### src/sv/pcfd_pkg.sv
// Shared types, constants and helper functions for the filtered-derivative PID block.
// Used by pcfd_div and pid_controller_filtered_derivative; depends on nothing else.
`timescale 1ns / 1ps
`default_nettype none

package pcfd_pkg;

  // Fixed-point format and derivative source.
  localparam int FracBits = 16;
  localparam bit DerivOnMeas = 1'b1;

  // Width of the wide accumulation path (sums of 48-bit terms).
  localparam int WideW = 52;

  // Shift that takes cutoff*dt*2pi from Q(FracBits+29) to Q(FracBits).
  localparam int XShift = FracBits + 13;

  // 2*pi in Q3.29.
  localparam logic [32:0] TwoPiQ29 = 33'h0C90FDAA2;

  localparam logic signed [WideW-1:0] I32Max = {{(WideW-31){1'b0}}, {31{1'b1}}};
  localparam logic signed [WideW-1:0] I32Min = {{(WideW-31){1'b1}}, {31{1'b0}}};

  // Configuration register indexes.
  typedef enum logic [3:0] {
    REG_KP     = 4'd0,
    REG_KI     = 4'd1,
    REG_KD     = 4'd2,
    REG_CUTOFF = 4'd3,
    REG_INT_LO = 4'd4,
    REG_INT_HI = 4'd5,
    REG_OUT_LO = 4'd6,
    REG_OUT_HI = 4'd7
  } reg_idx_e;

  // Result status codes.
  typedef enum logic [1:0] {
    STAT_OK     = 2'd0,
    STAT_REJECT = 2'd1,
    STAT_OVF    = 2'd2
  } status_e;

  // Saturated value with its overflow flag.
  typedef struct packed {
    logic [31:0] val;
    logic        ovf;
  } sat_t;

  // Request to the shared divider: quotient of (num * 2^32) / den, num < den.
  typedef struct packed {
    logic        start;
    logic [32:0] num;
    logic [32:0] den;
  } div_req_t;

  // Divider status back to the sequencer.
  typedef struct packed {
    logic        done;
    logic        busy;
    logic [31:0] quot;
  } div_rsp_t;

  // Saturate a wide signed value to 32 bits.
  function automatic sat_t sat32(input logic signed [WideW-1:0] x);
    sat_t r;
    r.val = x[31:0];
    r.ovf = 1'b0;
    if (x > I32Max) begin
      r.val = 32'h7FFF_FFFF;
      r.ovf = 1'b1;
    end else if (x < I32Min) begin
      r.val = 32'h8000_0000;
      r.ovf = 1'b1;
    end
    return r;
  endfunction

  // Clamp a wide signed value into [lo, hi].
  function automatic logic [31:0] clamp32(input logic signed [WideW-1:0] x,
                                          input logic signed [31:0] lo,
                                          input logic signed [31:0] hi);
    logic [31:0] r;
    r = x[31:0];
    if (x < WideW'(lo)) begin
      r = lo;
    end else if (x > WideW'(hi)) begin
      r = hi;
    end
    return r;
  endfunction

endpackage

`default_nettype wire

### src/sv/pcfd_div.sv
// Radix-2 restoring divider, one quotient bit per cycle, 32 bits per request.
// Depends on pcfd_pkg for the request and response structs.
`timescale 1ns / 1ps
`default_nettype none

module pcfd_div (
  input  wire                      clk_i,
  input  wire                      rst_ni,
  input  wire pcfd_pkg::div_req_t  req_i,
  output pcfd_pkg::div_rsp_t       rsp_o
);

  logic        busy_q, busy_d;
  logic        done_q, done_d;
  logic [4:0]  cnt_q, cnt_d;
  logic [32:0] rem_q, rem_d;
  logic [32:0] den_q, den_d;
  logic [31:0] quot_q, quot_d;

  logic [33:0] shifted;
  logic [33:0] trial;
  logic        fits;

  // One restoring step: shift the remainder and try to subtract the divisor.
  assign shifted = {rem_q, 1'b0};
  assign trial   = shifted - {1'b0, den_q};
  assign fits    = shifted >= {1'b0, den_q};

  always_comb begin
    busy_d = busy_q;
    done_d = 1'b0;
    cnt_d  = cnt_q;
    rem_d  = rem_q;
    den_d  = den_q;
    quot_d = quot_q;
    if (req_i.start) begin
      busy_d = 1'b1;
      cnt_d  = '0;
      rem_d  = req_i.num;
      den_d  = req_i.den;
    end else if (busy_q) begin
      rem_d  = fits ? trial[32:0] : shifted[32:0];
      quot_d = {quot_q[30:0], fits};
      cnt_d  = cnt_q + 5'd1;
      if (cnt_q == 5'd31) begin
        busy_d = 1'b0;
        done_d = 1'b1;
      end
    end
  end

  always_ff @(posedge clk_i or negedge rst_ni) begin
    if (!rst_ni) begin
      busy_q <= 1'b0;
      done_q <= 1'b0;
      cnt_q  <= '0;
    end else begin
      busy_q <= busy_d;
      done_q <= done_d;
      cnt_q  <= cnt_d;
    end
  end

  // Datapath registers need no reset.
  always_ff @(posedge clk_i) begin
    rem_q  <= rem_d;
    den_q  <= den_d;
    quot_q <= quot_d;
  end

  assign rsp_o.done = done_q;
  assign rsp_o.busy = busy_q;
  assign rsp_o.quot = quot_q;

endmodule

`default_nettype wire

### config.mk
export PLATFORM = sky130hd
export DESIGN_NAME = pcfd_div
export DESIGN_NICKNAME = d
export VERILOG_FILES = /design/src/sv/pcfd_pkg.sv /design/src/sv/pcfd_div.sv
export SDC_FILE = /design/constraint.sdc
export NUM_CORES = 1
export LEC_CHECK = 0
export BUFFER_PORTS_ARGS = -buffer_cell sky130_fd_sc_hd__clkbuf_2
export CORE_ASPECT_RATIO = 1.25
export CORE_MARGIN = 3
export CORE_UTILIZATION = 50
export CTS_CLUSTER_SIZE = 12
export DETAILED_ROUTE_END_ITERATION = 16
export PLACE_DENSITY = 0.7
export SLEW_MARGIN = 20
export SYNTH_ARGS = -nofsm -noshare
export SYNTH_HDL_FRONTEND = slang
export SYNTH_SLANG_ARGS = --single-unit
export TNS_END_PERCENT = 50
### constraint.sdc
create_clock -name clk_i -period 4.5 [get_ports clk_i]
set_input_delay 0.45 -clock clk_i [delete_from_list [all_inputs] [get_ports clk_i]]
set_output_delay 0.45 -clock clk_i [all_outputs]
set_load 0.05 [all_outputs]
; ---- After elaboration in Yosys (flattened, before gate mapping)
; Index checks and enable logic that the tools add are counted.
; W data, S select, Z words.
[totals]
word_cells = 24
ramBits = 0
input_bits = 69
mem_bits_ro = 0
latch_bits = 0
n_memories = 0
ff_bits = 105
[classes]
magnitude_cmp = 1
bitwise = 1
shifts = 0
n_eq_ne = 1
mul = 0
n_mux = 11
n_div = 0
reduce_logical = 2
addsub = 2
[ops]
columns = op, n
row1 = $mux W33, 3
row2 = $ge A34 B33 Y1, 1
row3 = $sub A33 B33 Y33, 1
row4 = $mux W5, 2
row5 = $mux W1, 6
row6 = $add A5 B1 Y5 const B, 1
row7 = $eq A5 B5 Y1 const B, 1
row8 = $reduce_and A2 Y1, 1
row9 = $reduce_bool A2 Y1, 1
row10 = $not A1 Y1, 1

; ---- Longest topological paths before layout
; Gate-level depths: netlist (run 1).
[logic_depth]
depth_word = 4
depth_mapped = 14
ltp_nobuf = 11

; ---- Worst setup path before layout (run 1)
; Ideal clock, no wire load.
[synth_timing]
kind = register -> register
from = register rem_q[6]
to = register rem_q[32], data pin
path_slack_ps = 1355
arrival_time_ps = 2885
setup_time_ps = 260
path_stages_with_launch = 11
required_ps = 4240
path_cell_list = edfxtp_1 > ha_1 > a211o_1 > a211oi_1 > nand3_1 > a21o_1 > o21a_1 > o31a_1 > a21boi_2 > mux2_2 > mux2_2
[synth_between]
elab_chain_cells = 4
word_cells_on_any_way = 5
cone_classes = add/sub (1) / order compare (1) / mux (3)
[synth_rtl]
columns = item, line_no
row1 = from (decl), pcfd_div.sv:16  ; logic [32:0] rem_q, rem_d;
row2 = from (signal assigned), pcfd_div.sv:66  ; rem_q <= rem_d;
row3 = $sub A33 B33 Y33 / $ge A34 B33 Y1 (equally long branches), "pcfd_div.sv:26, pcfd_div.sv:27"
row4 = $mux W33 (*), pcfd_div.sv:42  ; rem_d = fits ? trial[32:0] : shifted[32:0];
row5 = $mux W33 (*), pcfd_div.sv:41  ; end else if (busy_q) begin
row6 = $mux W33 (*), pcfd_div.sv:36  ; if (req_i.start) begin
row7 = net rem_d[32], pcfd_div.sv:16
; The timed path passes the listed nets; every way through them passes the cells marked *. The select of a mux whose other input is x is not followed.
; A chain may end at the register's enable or synchronous reset.

; ---- Worst setup path after layout (run 1)
; Same ends and word-level chain as after synthesis.

==> impl_metrics.csv, run 1 <==
group,metric,value,unit
global_routing,overflow,0,
clock_network,post_cts_buffers,0,
final_layout,drive_above_1_share,0.204,
worst_setup_path,cp-end-kind,"flop",
timing,worstMarginPinSlew,0.870,ns
pwr,p_int,2550,uW
place,io_buffer_count,102,
global_routing,grt_pass1_vias,4349,
clock_network,clkTransAtPathRegs,0.07,ns
route,drt_iter0_drc,221,
synthesis,synth_top_family_by_area,"compound AO/OA/AOI/OAI gates",
pwr,p_sw_frac,0.394,
timing,fmax,0.283,GHz
pwr,pwr-share-comb,0.480,
final_layout,syn_to_final_growth,15.5,%
synthesis,avgSynthCellArea,11.0,sq um
synthesis,synth_area,5960,sq um
worst_setup_path,timing.rr.start,"rem_q[6]",
clock_network,clkLatencyLatePin,0.35,ns
hold_path,hold-path-endpoint,"den_q[24]",
worst_setup_path,crit_required,4.60,ns
route,wl_met1,5310,um
hold_path,hold_start,"req_i[24]",
worst_setup_path,rr_worst_depth,11,
synthesis,yosysMostFrequentCell,"edfxtp_1",
clock_network,cts_tree,"built",
floorplanning,dieArea,13300,sq um
synthesis,yosys_register_bits,105,
status,status,"completed",
synthesis,async_flop_share,0.0667,
route,drt_wl_total,12200,um
worst_setup_path,crit_fanout,23,
hold_path,min_path_type,"in2reg",
worst_setup_path,worstSetupPathType,"reg2reg",
synthesis,synthMuxAreaShare,0.0157,
synthesis,synthDistinctLibCells,55,
pwr,ir_drop,0.000247,V
hold_path,whs_path_depth,1,
timing,hold_viol,0,
timing,fin_tns_setup,0,ns
final_layout,stdcell_area,6890,sq um
synthesis,ys_seq_area_frac,0.523,
synthesis,yosysWarnings,0,
synthesis,syn_inst,540,
floorplanning,row_count,43,
floorplanning,die_h,128,um
synthesis,synth_ff_type,"edfxtp_1",
route,wl_met3,522,um
timing,finalCritPeriodShare,0.786,
synthesis,synthDominantCellAreaShare,0.493,
worst_setup_path,regToRegSetupSlack,0.96,ns
synthesis,synth-simple-area-share,0.123,
synthesis,synth_fa_ha_area_frac,0.0768,
route,top_layer_used,"met4",
route,antenna_left,0,
place,dpl.hpwl,9040,um
clock_network,cts_made_buffers,9,
clock_network,cts_max_level,3,
floorplanning,num_io_pins,103,
worst_setup_path,critPathArrivalTime,3.64,ns
pwr,p_sw,1660,uW
synthesis,synth_nets,645,
global_routing,grt_max_degree,72,
place,gp_congestion,0.861,
clock_network,clockBufferDepth,2,
synthesis,synth_xor_area_frac,0.0470,
global_routing,track_usage,0.188,
synthesis,yosysTopAreaCell,"edfxtp_1",
synthesis,synth_edf_count,98,
worst_setup_path,timing.rr.end,"rem_q[32]",
timing,hold-worst-slack,0.269,ns
pwr,p_clk_frac,0.177,
clock_network,cts-root-buf,"clkbuf_16",
place,placed_area,6600,sq um
route,route.met2.wl,6080,um
final_layout,diodes,0,
worst_setup_path,worst_setup_path_start_kind,"flop",
pwr,power,4220,uW
synthesis,synth_area_leaders,"edfxtp_1 (49%), ha_1 (7.3%), xor2_1 (3.2%), a21oi_1 (3.0%), nand2_1 (3.0%)",
timing,slew_headroom,0.420,
global_routing,grt_pass1_wl,20200,um
floorplanning,die_w,104,um
pwr,seqPwrFrac,0.343,
route,vias_per_cell,5.50,
floorplanning,core-area,11400,sq um
route,vias,4360,
route,route.detailed.drc,0,
global_routing,antenna_found_initial,0,
synthesis,synth-compound-area-share,0.167,
timing,drv_slew,0,
floorplanning,start_util,0.525,
pwr,p_leak,0.00297,uW
route,drt-pass1-iter-count,5,
route,wire_per_inst,15.4,um
clock_network,cts_sinks,105,
final_layout,nets,736,
timing,rsz0062_at_grt,"no",
timing,fin_crit,3.54,ns
synthesis,synth_commonest_cells,"edfxtp_1 (98), nand2_1 (48), inv_1 (42)",
job,maxCapViolations,0,
timing,finClkSkew,0.00861,ns
timing,finalSetupViolations,0,
pwr,power.density,612,nW/um^2
==> worst max-delay path by stage <==
stage | startpoint | endpoint | slack [ns] | cells after the start
5_1_grt | rem_q[6] | rem_q[32] | 0.77 | 11
3_3_place_gp | rem_q[6] | rem_q[32] | 1.04 | 11
6_report | rem_q[6] | rem_q[32] | 0.96 | 11
3_5_place_dp | rem_q[6] | rem_q[32] | 0.97 | 11
4_1_cts | rem_q[6] | rem_q[32] | 0.95 | 11
2_1_floorplan | rem_q[6] | rem_q[32] | 1.36 | 10
==> per-layer routing <==
metal / vias up / GRT usage
met3: 24 / 0.0398
li1: 2180 / -
met5: - / 0
met2: 103 / 0.318
met1: 2053 / 0.235
met4: 0 / 0.0798
==> cells by family after synthesis <==
family | count (synthesis)
muxes | 9
and+or+nand+nor | 145
AOI/OAI and AO/OA | 143
adders and majority gates | 36
DFF | 105
xor gates and xnor gates | 32
buffers and inverters | 70
==> area by class of cell <==
cell class	count	area (sq um)
Fill cell	969	4460
Clock inverter	7	57.6
Inverter	42	158
Clock buffer	9	225
Multi-Input combinational cell	365	2570
Tap cell	157	196
Timing Repair Buffer	108	561
Sequential cell	105	3120
==> state kept, by name (all words and copies together) (netlist names) <==
register / cells
cnt_q: 5
done_q: 1
rem_q: 33
quot_q: 32
den_q: 33
busy_q: 1
==> metrics by stage <==
step                 util  setup slack [ns]  std cells
finish              0.607             0.962        793
global route        0.607             0.771        793
CTS                 0.607             0.955        793
detailed placement  0.581             0.969        776
global placement    0.581              1.04        776
floorplan               -              1.36        540
==> what timing repair did <==
item                                   CTS  global route
endpoints found under the hold margin    7             0
setup endpoints to repair                0             0
hold buffers                             1             0
gates resized for setup                  0             0
==> cell usage in the layout, fill, tap and decap left out, drive strengths merged, types with 2 or more instances in the layout <==
master,instances
a41oi,2
nand3,8
nand2b,6
and3,5
ha,35
a21boi,3
a221o,6
o31ai,6
a21o,14
a31oi,3
o21a,8
xnor2,10
a21oi,36
o21bai,3
o31a,2
nor2,25
o211ai,3
edfxtp,98
buf,6
inv,46
clkinv,3
o311ai,18
xor2,22
mux2i,6
mux2,3
a211o,2
clkbuf,110
nand4,3
nand2,48
nor3,7
a211oi,5
nor2b,15
and2,5
dfrtp,7
o21ai,21
nand3b,18
a22oi,2
==> power by group through the flow <==
stage	sequential [uW]	combinational, uW	clock [uW]
2_1_floorplan	1500	1540	0
5_1_grt	1470	2270	810
4_1_cts	1450	2020	772
3_3_place_gp	1450	1980	0
3_5_place_dp	1460	2020	0
6_report	1450	2020	746
==> critical path: stages, from the launching register on <==
cell and delay [ns]:
edfxtp_1 0.40, ha_1 0.37, a211o_1 0.34, a211oi_1 0.29, nand3_1 0.12, a21o_1 0.22, o21a_1 0.20, o31a_1 0.30
a21boi_4 0.17, buf_4 0.27, mux2_2 0.36, mux2_2 0.25
No activity file was read; power rests on OpenSTA's default activity.
==> run 2: changes to the inputs <==
==> constraint.sdc (replaced) <==
create_clock -name clk_i -period 3.4 [get_ports clk_i]
set_input_delay 0.34 -clock clk_i [delete_from_list [all_inputs] [get_ports clk_i]]
set_output_delay 0.34 -clock clk_i [all_outputs]
set_load 0.05 [all_outputs]
==> run 2 against run 1 <==
Critical path depth fell by 1. Maximum frequency rose by 8.3%. Power rose by 39%. Largest cell class unchanged.
==> impl_metrics.csv, run 2 (synthesized netlist as in run 1, its figures left out) <==
group,metric,value,unit
status,status,"completed",
worst_setup_path,worst_setup_path_start_kind,"flop",
global_routing,overflow,0,
floorplanning,dieArea,13300,sq um
worst_setup_path,regToRegSetupSlack,0.13,ns
final_layout,reg_top3,"den_q x33, rem_q x33, quot_q x32",
final_layout,drive_above_1_share,0.221,
clock_network,cts_max_level,3,
pwr,seqPwrFrac,0.327,
clock_network,cts-root-buf,"clkbuf_16",
worst_setup_path,timing.critical_path.mode_cell,"mux2_2",
job,maxCapViolations,0,
timing,fin_crit,3.27,ns
timing,finClkSkew,0.00909,ns
worst_setup_path,crit_required,3.51,ns
clock_network,cts_made_buffers,9,
floorplanning,die_h,128,um
place,io_buffer_count,102,
floorplanning,num_io_pins,103,
timing,finalSetupViolations,0,
timing,finalCritPeriodShare,0.960,
final_layout,diodes,0,
route,drt-pass1-iter-count,4,
clock_network,clkTransAtPathRegs,0.08,ns
pwr,power.density,835,nW/um^2
hold_path,whs_path_depth,1,
timing,slew_headroom,0.407,
timing,worstMarginPinSlew,0.889,ns
route,vias_per_cell,5.50,
final_layout,stdcell_area,7010,sq um
worst_setup_path,worstSetupPathType,"reg2reg",
final_layout,final_common_cell,"clkbuf_2",
pwr,p_sw_frac,0.391,
route,drt_iter0_drc,202,
worst_setup_path,rr_worst_depth,10,
route,vias,4396,
floorplanning,row_count,43,
place,place_inst,783,
worst_setup_path,timing.rr.end,"rem_q[32]",
final_layout,syn_to_final_growth,17.6,%
route,antenna_left,0,
clock_network,post_cts_buffers,0,
timing,hold-worst-slack,0.148,ns
global_routing,grt_pass1_wl,20600,um
global_routing,grt_max_degree,56,
global_routing,antenna_found_initial,0,
floorplanning,die_w,104,um
final_layout,utilization,0.618,
floorplanning,start_util,0.525,
clock_network,cts_tree,"built",
hold_path,hold_start,"req_i[24]",
final_layout,finalNonFillerCells,800,
timing,hold_viol,0,
pwr,p_clk_frac,0.188,
worst_setup_path,critPathSlowestCell,"edfxtp_1",
clock_network,clkLatencyLatePin,0.36,ns
pwr,p_leak,0.00302,uW
hold_path,min_path_type,"in2reg",
route,route.detailed.drc,0,
clock_network,cts_sinks,105,
pwr,p_int,3560,uW
final_layout,final_cell_mix,"clkbuf_2 (101), edfxtp_1 (98), nand2_1 (48), inv_1 (42), a21oi_1 (36)",
floorplanning,core-area,11400,sq um
route,wire_per_inst,16.0,um
pwr,pwr-share-comb,0.485,
timing,rsz0062_at_grt,"yes",
timing,drv_slew,0,
worst_setup_path,critPathMaxStageDelay,0.40,ns
pwr,ir_drop,0.000450,V
pwr,p_sw,2290,uW
worst_setup_path,cp-end-kind,"flop",
final_layout,fillers,978,
route,drt_wl_total,12800,um
worst_setup_path,critPathArrivalTime,3.37,ns
worst_setup_path,crit_fanout,5,
place,placed_area,6660,sq um
global_routing,grt_pass1_vias,4364,
global_routing,track_usage,0.193,
place,gp_congestion,0.863,
hold_path,hold-path-endpoint,"den_q[24]",
place,dpl.hpwl,9320,um
clock_network,clockBufferDepth,2,
timing,fmax,0.306,GHz
worst_setup_path,crit_chain,"ha_1 > a211o_1 > a211oi_2 > nand3_1 > a21o_1 > o21a_1 > o31a_1 > a21boi_4 > mux2_2 > mux2_2",
final_layout,nets,743,
worst_setup_path,timing.rr.start,"rem_q[6]",
run 2: cell type report:
cell class / instances / area, sq um / share of cell area
well taps: 157 / 196 / 0.0280
flip-flops and latches: 105 / 3120 / 0.445
repair buffers: 115 / 629 / 0.0898
multi-input cells: 365 / 2600 / 0.371
clock buffers: 10 / 229 / 0.0327
clock inverters: 6 / 78.8 / 0.0112
inverters: 42 / 158 / 0.0225
run 2: worst max path at each step:
stage               cells after the start         to  slack [ns]  startpoint
floorplan                              10  rem_q[32]        0.26    rem_q[6]
global placement                       11  rem_q[26]        0.17    rem_q[6]
detailed placement                     12  rem_q[22]        0.07    rem_q[6]
CTS                                    11  rem_q[26]        0.06    rem_q[6]
global route                           11  rem_q[32]       -0.03    rem_q[0]
finish                                 10  rem_q[32]        0.13    rem_q[6]
run 2: stage by stage:
step | power (uW) | TNS (ns) | setup slack [ns]
floorplan | 4020 | 0 | 0.255
global route | 6270 | -0.0321 | -0.0312
finish | 5860 | 0 | 0.134
detailed placement | 4710 | 0 | 0.0710
CTS | 5830 | 0 | 0.0612
global placement | 4660 | 0 | 0.174
run 2: power groups by stage:
stage          Clock, uW  Sequential [uW]  Combinational, uW
2_1_floorplan          0             1980               2030
3_3_place_gp           0             1930               2730
3_5_place_dp           0             1930               2780
4_1_cts             1120             1920               2790
5_1_grt             1160             1950               3150
6_report            1100             1920               2840
run 2: what timing repair did:
item / 4_1_cts / 5_1_grt
endpoints found under the hold margin: 7 / 0
hold buffers: 1 / 0
endpoints found under the setup margin: 0 / 13
resized for setup: 0 / 6
run 2: routing by layer:
layer | track usage | wire length (um) | vias up
met1 | 0.232 | 5560 | 2056
met3 | 0.0368 | 535 | 25
li1 | - | - | 2191
met5 | 0 | 0 | -
met4 | 0.0908 | 333 | 0
met2 | 0.336 | 6360 | 124
run 2: critical path: cells and delay by family, from the launching register on:
family          cells  cell delay, ns
flops               1            0.40
simple gates        1            0.10
compound gates      6            1.53
fa+ha+maj           1            0.37
mux                 2            0.61
